## config.mk

```make
export PLATFORM = sky130hd
export DESIGN_NAME = fnv1a_hash_with_finalizer
export DESIGN_NICKNAME = d
export VERILOG_FILES = /design/src/rtl/fnv_pkg.sv /design/src/rtl/fnv_front.sv /design/src/rtl/fnv_queue.sv /design/src/rtl/fnv_back.sv /design/src/rtl/fnv1a_hash_with_finalizer.sv
export VERILOG_INCLUDE_DIRS = /design/src /design/src/rtl
export SDC_FILE = /design/constraint.sdc
export NUM_CORES = 2
export LEC_CHECK = 0
export BUFFER_PORTS_ARGS = -buffer_cell sky130_fd_sc_hd__buf_2
export CAP_MARGIN = 10
export CORE_MARGIN = 3
export CORE_UTILIZATION = 65
export DETAILED_ROUTE_END_ITERATION = 10
export GPL_TIMING_DRIVEN = 0
export PLACE_DENSITY = 0.82
export SYNTH_ARGS = -nofsm -noshare
export SYNTH_HDL_FRONTEND = slang
export SYNTH_SLANG_ARGS = --single-unit
```

## constraint.sdc

```tcl
create_clock -name clock -period 9.37 [get_ports clock]
set_input_delay 1.874 -clock clock [delete_from_list [all_inputs] [get_ports clock]]
set_output_delay 1.874 -clock clock [all_outputs]
set_load 0.05 [all_outputs]
```

## src/rtl/fnv1a_hash_with_finalizer_defines.svh

```systemverilog
// Assertion macros shared by the hash block.
// Used by the top level only; no other dependencies.
`ifndef FNV1A_HASH_WITH_FINALIZER_DEFINES_SVH
`define FNV1A_HASH_WITH_FINALIZER_DEFINES_SVH

// Same-cycle implication, disabled during reset
`define FNV_ASSERT_SAME(label, clk, rst, ante, cons) \
   label: assert property (@(posedge clk) disable iff (rst) (ante) |-> (cons)) \
      else $error("fnv assertion failed");

// Next-cycle implication, disabled during reset
`define FNV_ASSERT_NEXT(label, clk, rst, ante, cons) \
   label: assert property (@(posedge clk) disable iff (rst) (ante) |=> (cons)) \
      else $error("fnv assertion failed");

`endif

```

## src/rtl/fnv_pkg.sv

```systemverilog
// Constants and shared types for the FNV-1a hash block.
// No dependencies; used by every module of the block.
`timescale 1ns / 1ps
`default_nettype none

package fnv_pkg;

   // FNV-1a and finalizer constants
   localparam logic [31:0] FNV_OFFSET_BASIS = 32'h811c9dc5;
   localparam logic [31:0] FNV_PRIME        = 32'h01000193;
   localparam logic [31:0] MIX_MUL_A        = 32'h7feb352d;
   localparam logic [31:0] MIX_MUL_B        = 32'h846ca68b;

   // Hash queue between front and back
   localparam int QUEUE_DEPTH = 2;
   localparam int QPTR_W      = (QUEUE_DEPTH > 1) ? $clog2(QUEUE_DEPTH) : 1;
   localparam int QCNT_W      = $clog2(QUEUE_DEPTH + 1);

   // Front to queue: one raw hash per finished message
   typedef struct packed {
      logic        valid;
      logic [31:0] data;
   } hash_push_type;

   // Queue status seen by both sides
   typedef struct packed {
      logic        full;
      logic        not_empty;
      logic [31:0] head;
   } queue_status_type;

endpackage

`default_nettype wire

```

## src/rtl/fnv_front.sv

```systemverilog
// Front end: takes message bytes, keeps the running FNV-1a state and
// pushes the raw hash of each finished message. Depends on fnv_pkg.
`timescale 1ns / 1ps
`default_nettype none

module fnv_front (
   input  wire logic                      clock,
   input  wire logic                      reset,
   input  wire logic                      csr_we,
   input  wire logic                      csr_wdata,
   input  wire logic                      req_tvalid,
   output      logic                      req_tready,
   input  wire logic [7:0]                req_tdata,
   input  wire logic                      req_tuser,
   input  wire logic                      req_tlast,
   input  wire fnv_pkg::queue_status_type q_status,
   output      fnv_pkg::hash_push_type    q_push
);

   logic        sign_ext_ff;
   logic        sign_ext_in;
   logic [31:0] hash_ff;
   logic [31:0] hash_in;
   logic [31:0] operand;
   logic [31:0] hash_upd;
   logic        xfer;

   // Stall the byte input while the queue has no room
   assign req_tready = !q_status.full;
   assign xfer       = req_tvalid && req_tready;

   // Byte operand, optionally sign extended
   always_comb begin
      if (sign_ext_ff && req_tdata[7]) begin
         operand = {24'hffffff, req_tdata};
      end else begin
         operand = {24'h000000, req_tdata};
      end
   end

   // One FNV-1a round when req_tuser is set; otherwise the state is kept
   always_comb begin
      if (req_tuser) begin
         hash_upd = (hash_ff ^ operand) * fnv_pkg::FNV_PRIME;
      end else begin
         hash_upd = hash_ff;
      end
   end

   // Next state
   always_comb begin
      sign_ext_in = csr_we ? csr_wdata : sign_ext_ff;
      hash_in     = hash_ff;
      if (xfer) begin
         hash_in = req_tlast ? fnv_pkg::FNV_OFFSET_BASIS : hash_upd;
      end
   end

   assign q_push.valid = xfer && req_tlast;
   assign q_push.data  = hash_upd;

   always_ff @(posedge clock) begin
      if (reset) begin
         sign_ext_ff <= 1'b0;
         hash_ff     <= fnv_pkg::FNV_OFFSET_BASIS;
      end else begin
         sign_ext_ff <= sign_ext_in;
         hash_ff     <= hash_in;
      end
   end

endmodule

`default_nettype wire

```

## src/rtl/fnv_queue.sv

```systemverilog
// Short queue of raw hashes between front and back.
// Depends on fnv_pkg for depth and interface types.
`timescale 1ns / 1ps
`default_nettype none

module fnv_queue (
   input  wire logic                      clock,
   input  wire logic                      reset,
   input  wire fnv_pkg::hash_push_type    q_push,
   input  wire logic                      q_pop,
   output      fnv_pkg::queue_status_type q_status
);

   localparam logic [fnv_pkg::QPTR_W-1:0] LAST_SLOT =
      fnv_pkg::QPTR_W'(fnv_pkg::QUEUE_DEPTH - 1);
   localparam logic [fnv_pkg::QCNT_W-1:0] FULL_COUNT =
      fnv_pkg::QCNT_W'(fnv_pkg::QUEUE_DEPTH);

   logic [31:0]                entry_ff [fnv_pkg::QUEUE_DEPTH];
   logic [fnv_pkg::QPTR_W-1:0] wr_ptr_ff;
   logic [fnv_pkg::QPTR_W-1:0] wr_ptr_in;
   logic [fnv_pkg::QPTR_W-1:0] rd_ptr_ff;
   logic [fnv_pkg::QPTR_W-1:0] rd_ptr_in;
   logic [fnv_pkg::QCNT_W-1:0] count_ff;
   logic [fnv_pkg::QCNT_W-1:0] count_in;

   assign q_status.full      = (count_ff == FULL_COUNT);
   assign q_status.not_empty = (count_ff != '0);
   assign q_status.head      = entry_ff[rd_ptr_ff];

   // Pointer and count update
   always_comb begin
      wr_ptr_in = wr_ptr_ff;
      rd_ptr_in = rd_ptr_ff;
      count_in  = count_ff;
      if (q_push.valid) begin
         wr_ptr_in = (wr_ptr_ff == LAST_SLOT) ? '0 : wr_ptr_ff + 1'b1;
      end
      if (q_pop) begin
         rd_ptr_in = (rd_ptr_ff == LAST_SLOT) ? '0 : rd_ptr_ff + 1'b1;
      end
      if (q_push.valid && !q_pop) begin
         count_in = count_ff + 1'b1;
      end else if (!q_push.valid && q_pop) begin
         count_in = count_ff - 1'b1;
      end
   end

   // Storage
   always_ff @(posedge clock) begin
      if (q_push.valid) begin
         entry_ff[wr_ptr_ff] <= q_push.data;
      end
   end

   always_ff @(posedge clock) begin
      if (reset) begin
         wr_ptr_ff <= '0;
         rd_ptr_ff <= '0;
         count_ff  <= '0;
      end else begin
         wr_ptr_ff <= wr_ptr_in;
         rd_ptr_ff <= rd_ptr_in;
         count_ff  <= count_in;
      end
   end

endmodule

`default_nettype wire

```

## src/rtl/fnv_back.sv

```systemverilog
// Back end: lowbias32 finalizer as a three-step sequencer with an
// output register. Depends on fnv_pkg.
`timescale 1ns / 1ps
`default_nettype none

module fnv_back (
   input  wire logic                      clock,
   input  wire logic                      reset,
   input  wire fnv_pkg::queue_status_type q_status,
   output      logic                      q_pop,
   output      logic                      rsp_tvalid,
   input  wire logic                      rsp_tready,
   output      logic [31:0]               rsp_tdata
);

   typedef enum logic [1:0] {
      ST_IDLE,
      ST_MIX2,
      ST_FIN
   } state_type;

   state_type   state_ff;
   state_type   state_in;
   logic [31:0] mix_ff;
   logic [31:0] mix_in;
   logic        out_valid_ff;
   logic        out_valid_in;
   logic [31:0] out_data_ff;
   logic [31:0] out_data_in;
   logic        out_free;

   assign out_free = !out_valid_ff || rsp_tready;
   assign q_pop    = (state_ff == ST_IDLE) && q_status.not_empty;

   // Sequencer: one xorshift and at most one multiply per step
   always_comb begin
      state_in     = state_ff;
      mix_in       = mix_ff;
      out_data_in  = out_data_ff;
      out_valid_in = out_valid_ff && !rsp_tready;
      unique case (state_ff)
         ST_IDLE: begin
            if (q_status.not_empty) begin
               mix_in   = (q_status.head ^ (q_status.head >> 16)) * fnv_pkg::MIX_MUL_A;
               state_in = ST_MIX2;
            end
         end
         ST_MIX2: begin
            mix_in   = (mix_ff ^ (mix_ff >> 15)) * fnv_pkg::MIX_MUL_B;
            state_in = ST_FIN;
         end
         ST_FIN: begin
            if (out_free) begin
               out_data_in  = mix_ff ^ (mix_ff >> 16);
               out_valid_in = 1'b1;
               state_in     = ST_IDLE;
            end
         end
         default: begin
            state_in = ST_IDLE;
         end
      endcase
   end

   always_ff @(posedge clock) begin
      if (reset) begin
         state_ff     <= ST_IDLE;
         out_valid_ff <= 1'b0;
      end else begin
         state_ff     <= state_in;
         out_valid_ff <= out_valid_in;
      end
      mix_ff      <= mix_in;
      out_data_ff <= out_data_in;
   end

   assign rsp_tvalid = out_valid_ff;
   assign rsp_tdata  = out_data_ff;

endmodule

`default_nettype wire

```

## src/rtl/fnv1a_hash_with_finalizer.sv

```systemverilog
// Top level of the FNV-1a hash with lowbias32 finalizer.
// Depends on fnv_pkg, fnv_front, fnv_queue, fnv_back and the defines header.
//
//   Channel  Dir  Payload                               Ends on
//   req      in   tdata data_byte, tuser has_byte       tlast = last_byte
//   rsp      out  tdata hash_value                      one per message
//   csr      in   csr_wdata sign_extend_bytes           csr_we
//
// Bytes are taken one per cycle unless stalled; the FNV round is one
// constant multiply. The finalizer steps ST_IDLE, ST_MIX2, ST_FIN per
// message, pops a new hash only in ST_IDLE, holds ST_FIN until rsp is free.
// A 2-entry hash queue lets the front keep running while the finalizer or
// the output stalls; req_tready drops only while that queue is full.
// Reset is synchronous: state returns to the offset basis, sign bit to 0.
`timescale 1ns / 1ps
`default_nettype none
`include "fnv1a_hash_with_finalizer_defines.svh"

module fnv1a_hash_with_finalizer (
   input  wire logic        clock,
   input  wire logic        reset,
   input  wire logic        csr_we,
   input  wire logic        csr_wdata,    // sign_extend_bytes
   input  wire logic        req_tvalid,
   output      logic        req_tready,
   input  wire logic [7:0]  req_tdata,    // [7:0] data_byte
   input  wire logic        req_tuser,    // [0] has_byte
   input  wire logic        req_tlast,
   output      logic        rsp_tvalid,
   input  wire logic        rsp_tready,
   output      logic [31:0] rsp_tdata     // [31:0] hash_value
);

   fnv_pkg::hash_push_type    q_push;
   fnv_pkg::queue_status_type q_status;
   logic                      q_pop;

   fnv_front u_front (
      .clock      (clock),
      .reset      (reset),
      .csr_we     (csr_we),
      .csr_wdata  (csr_wdata),
      .req_tvalid (req_tvalid),
      .req_tready (req_tready),
      .req_tdata  (req_tdata),
      .req_tuser  (req_tuser),
      .req_tlast  (req_tlast),
      .q_status   (q_status),
      .q_push     (q_push)
   );

   fnv_queue u_queue (
      .clock    (clock),
      .reset    (reset),
      .q_push   (q_push),
      .q_pop    (q_pop),
      .q_status (q_status)
   );

   fnv_back u_back (
      .clock      (clock),
      .reset      (reset),
      .q_status   (q_status),
      .q_pop      (q_pop),
      .rsp_tvalid (rsp_tvalid),
      .rsp_tready (rsp_tready),
      .rsp_tdata  (rsp_tdata)
   );

   // No hash is pushed into a full queue
   `FNV_ASSERT_SAME(a_no_overflow, clock, reset, q_status.full, !q_push.valid)
   // The finalizer only pops a queue that holds a hash
   `FNV_ASSERT_SAME(a_no_underflow, clock, reset, q_pop, q_status.not_empty)
   // A pop from the queue with no push leaves room on the next cycle
   `FNV_ASSERT_NEXT(a_pop_frees, clock, reset, q_pop && !q_push.valid, !q_status.full)

endmodule

`default_nettype wire
```

==> run metrics <==
number of warnings printed during yosys synthesis=0; number of top-level pins=50; Setup Total Neg Slack=0 ps; worst flop-to-flop path endpoint=u_back.mix_ff[31]; Sequential Area=4660 um2; worst-case setup slack after placement=424 ps; Post-Route WL=75200 um; family of cells with the greatest summed delay on the critical path=adder cells; count of unresolved DRC violations after routing=0; Critical Path RT=9670 ps; relative max-transition margin=14.0%; Initial Util=66.0%; Die Y-Extent=218 um; gate count after technology mapping=2831; pin count of the biggest net entering global routing=33; count of buffers from port buffering=47; CTS tree=yes; capturing element type of the critical path=flop; DPL Wire Length=64600 um; Post-CTS Hold Buffers=0; cell area after synthesis=29300 um2; xor/xnor cell area share of the yosys netlist=8.86%; Max stage delay on crit path=900 ps; met1 layer wirelength in the final routing=30000 um; CTS Buf Count=17; portion of netlist area occupied by mux cells=2.51%; fraction of the mapped netlist area in compound gates=5.98%; global placement routability congestion=0.986; number of DRC markers after the initial detailed-route iteration=1496; post-synthesis simple-gate area fraction=5.11%; Row Count=77; cell at the root of the clock tree=clkbuf_16; number of vias per cell=5.77; dominant combinational cell family by area after synthesis=adder cells; endpoints failing hold=0; Clock transition at path regs=80 ps; Final setup viols=0; maximum clock frequency=0.110 GHz; synthesized-area fraction occupied by adder cells=51.8%; synth top area cells=fa_1, ha_1, edfxtp_1; number of maximum-capacitance constraint violations=0; worst path buffer plus inverter count=7; HP Start=u_queue.rd_ptr_ff; largest fanout on the critical path=10; fraction of post-synthesis cell area in the top cell type by area=29.2%; layout cell share with drive strength beyond 1=5.44%; fin nets=3882; fillers=3225; kind of start point of the critical path=flop; wire length of the first global-routing pass=119000 um; number of enable-type register cells in the synthesized netlist=128; post-synthesis to final-layout area growth=6.03%; topmost layer with routed signal wires=met5; Detail Route met2 WL=36100 um; smallest setup slack after layout=264 ps; htree depth=4; critical path start-end classification=flop to flop; distinct cell type count of the synthesized netlist=75; Total GRT Usage=33.1%; detailed-route wire length per cell=21.4 um; ant diodes=0; post-layout minimum cycle time=9110 ps; sequential fraction of the synthesis area=15.9%; worst path arrival time=9410 ps; multi-input combinational cell area=21800 um2; Detailed Routing Iterations Pass 1=6; area of the die=47700 um2; Min Hold Slack=515 ps; antenna violations before repair=1; number of global-route vias before repair=22000; buffers from clock root to sink, at most=2; FF+latch count, synth=169; clock tree skew after final layout=17.0 ps; clock latency at the later pin of the worst-skew pair=470 ps; met3 layer wire length in the routed design=5540 um; area inside the core boundary=44400 um2; Synth Flop Type=edfxtp_1; total nets after synthesis=3805; Register-to-Register Path Depth=28; slowest cell on the critical path=xnor2_1; Detail Route Antenna Nets=0; Least-Margin Pin Slew=1290 ps; Worst R2R Setup Slack=260 ps; fraction of the cycle the final worst path needs=97.2%; per-instance average area after synthesis=10.4 um2; overflow left after global routing=0; final max-slew violation count=0; run status=finished clean; Clock Sinks=169; number of cells on the worst hold path=2; largest area contributor in the netlist=fa_1; capture endpoint of the worst hold path=u_queue.rd_ptr_ff; setup repair after global routing missed its margin=no; number of buffers inserted to repair setup after CTS=0; type of the most critical hold path=flop to flop; total number of vias=20300; post-CTS sizing=0; ys async rst share=0%; horizontal die dimension=218 um
state kept, by name, summed over array words and instances, names as in the netlist, named ones only:
name / count
u_front.hash_ff: 32
u_back.state_ff: 2
u_queue.wr_ptr_ff: 1
u_queue.count_ff: 2
u_back.mix_ff: 32
u_queue.rd_ptr_ff: 1
u_front.sign_ext_ff: 1
u_back.rsp_tdata: 32
u_queue.entry_ff: 64
u_back.rsp_tvalid: 1
cells in the mapped netlist, drive strengths merged, types with 3 or more instances:
| cell type | instances |
|---|---|
| mux2i | 35 |
| and4 | 3 |
| nand2 | 92 |
| a31oi | 9 |
| o221a | 3 |
| xor2 | 130 |
| or3 | 6 |
| or2 | 8 |
| xnor2 | 160 |
| nand4 | 3 |
| o21a | 17 |
| a21oi | 69 |
| mux2 | 28 |
| buf | 7 |
| a22o | 4 |
| o21ai | 47 |
| a21o | 39 |
| a22oi | 11 |
| nor2 | 126 |
| nor3 | 18 |
| o21bai | 11 |
| and2 | 13 |
| inv | 715 |
| fa | 427 |
| o31ai | 8 |
| dfxtp | 41 |
| and3 | 5 |
| nand2b | 16 |
| clkbuf | 36 |
| a31o | 4 |
| ha | 531 |
| edfxtp | 128 |
| a211oi | 10 |
| o22ai | 5 |
| nand3 | 16 |
| nor2b | 13 |
| o211ai | 5 |
cell families (layout without fill, tap and decap cells):
group	count (synthesis)	in the layout
multiplexers	63	63
XOR/XNOR	291	291
adder cells (fa/ha/maj)	958	958
buffers and inverters	758	848
flip-flops	169	169
AO/OA/AOI/OAI	264	264
AND/OR/NAND/NOR	328	328
placed cells by master, fill, tap and decap left out, types with 17 or more instances in the layout:
cell type,count
inv_1,713
nand2_1,92
dfxtp_1,41
ha_1,531
clkbuf_16,17
nor2_1,125
clkbuf_1,36
a21o_1,39
xnor2_1,157
o21ai_0,44
o21a_1,17
nor3_1,18
fa_1,427
buf_2,49
mux2_2,28
xor2_1,129
mux2i_1,26
a21oi_1,68
edfxtp_1,128
how the worst max path moves through the flow:
| stage | from | endpoint | slack [ps] | cells past startpoint |
|---|---|---|---|---|
| floorplan | flop | u_back.mix_ff[29] | 1810 | 24 |
| global placement | req_tdata[7] | u_queue.entry_ff[0][31] | 470 | 23 |
| detailed placement | flop | u_back.mix_ff[31] | 420 | 28 |
| CTS | flop | u_back.mix_ff[31] | 370 | 28 |
| global route | flop | u_back.mix_ff[31] | 20 | 28 |
| finish | flop | u_back.mix_ff[31] | 260 | 28 |
tightest hold or removal path, cell delays in order, from the launching register on:
cell and delay [ps]:
dfxtp_1 330, xor2_1 80, nor2_1 70
per-layer routing:
layer	track usage, %	up-vias
li1	-	9125
met4	13.5	2
met2	55.8	848
met3	6.31	205
met5	0	-
met1	42.1	10100
final cells by class:
cell class | instances | area share (%)
plain buffers | 43 | 0.600
clock buffers | 17 | 1.37
clock inverters | 15 | 0.681
inverters | 715 | 8.64
multi-input cells | 1904 | 70.1
flip-flops and latches | 169 | 15.0
well taps | 592 | 2.38
repair buffers | 58 | 1.18
stage by stage:
step	instances	utilization [%]	instance area, um2
floorplan	2831	-	29300
global placement	3470	68.2	30300
detailed placement	3475	68.4	30400
CTS	3507	69.8	31000
global route	3513	70.0	31100
finish	3513	70.0	31100
Power is left out: the tool's default activity adds up to more than one toggle a clock period on the data nets, which glitch-free logic cannot reach.
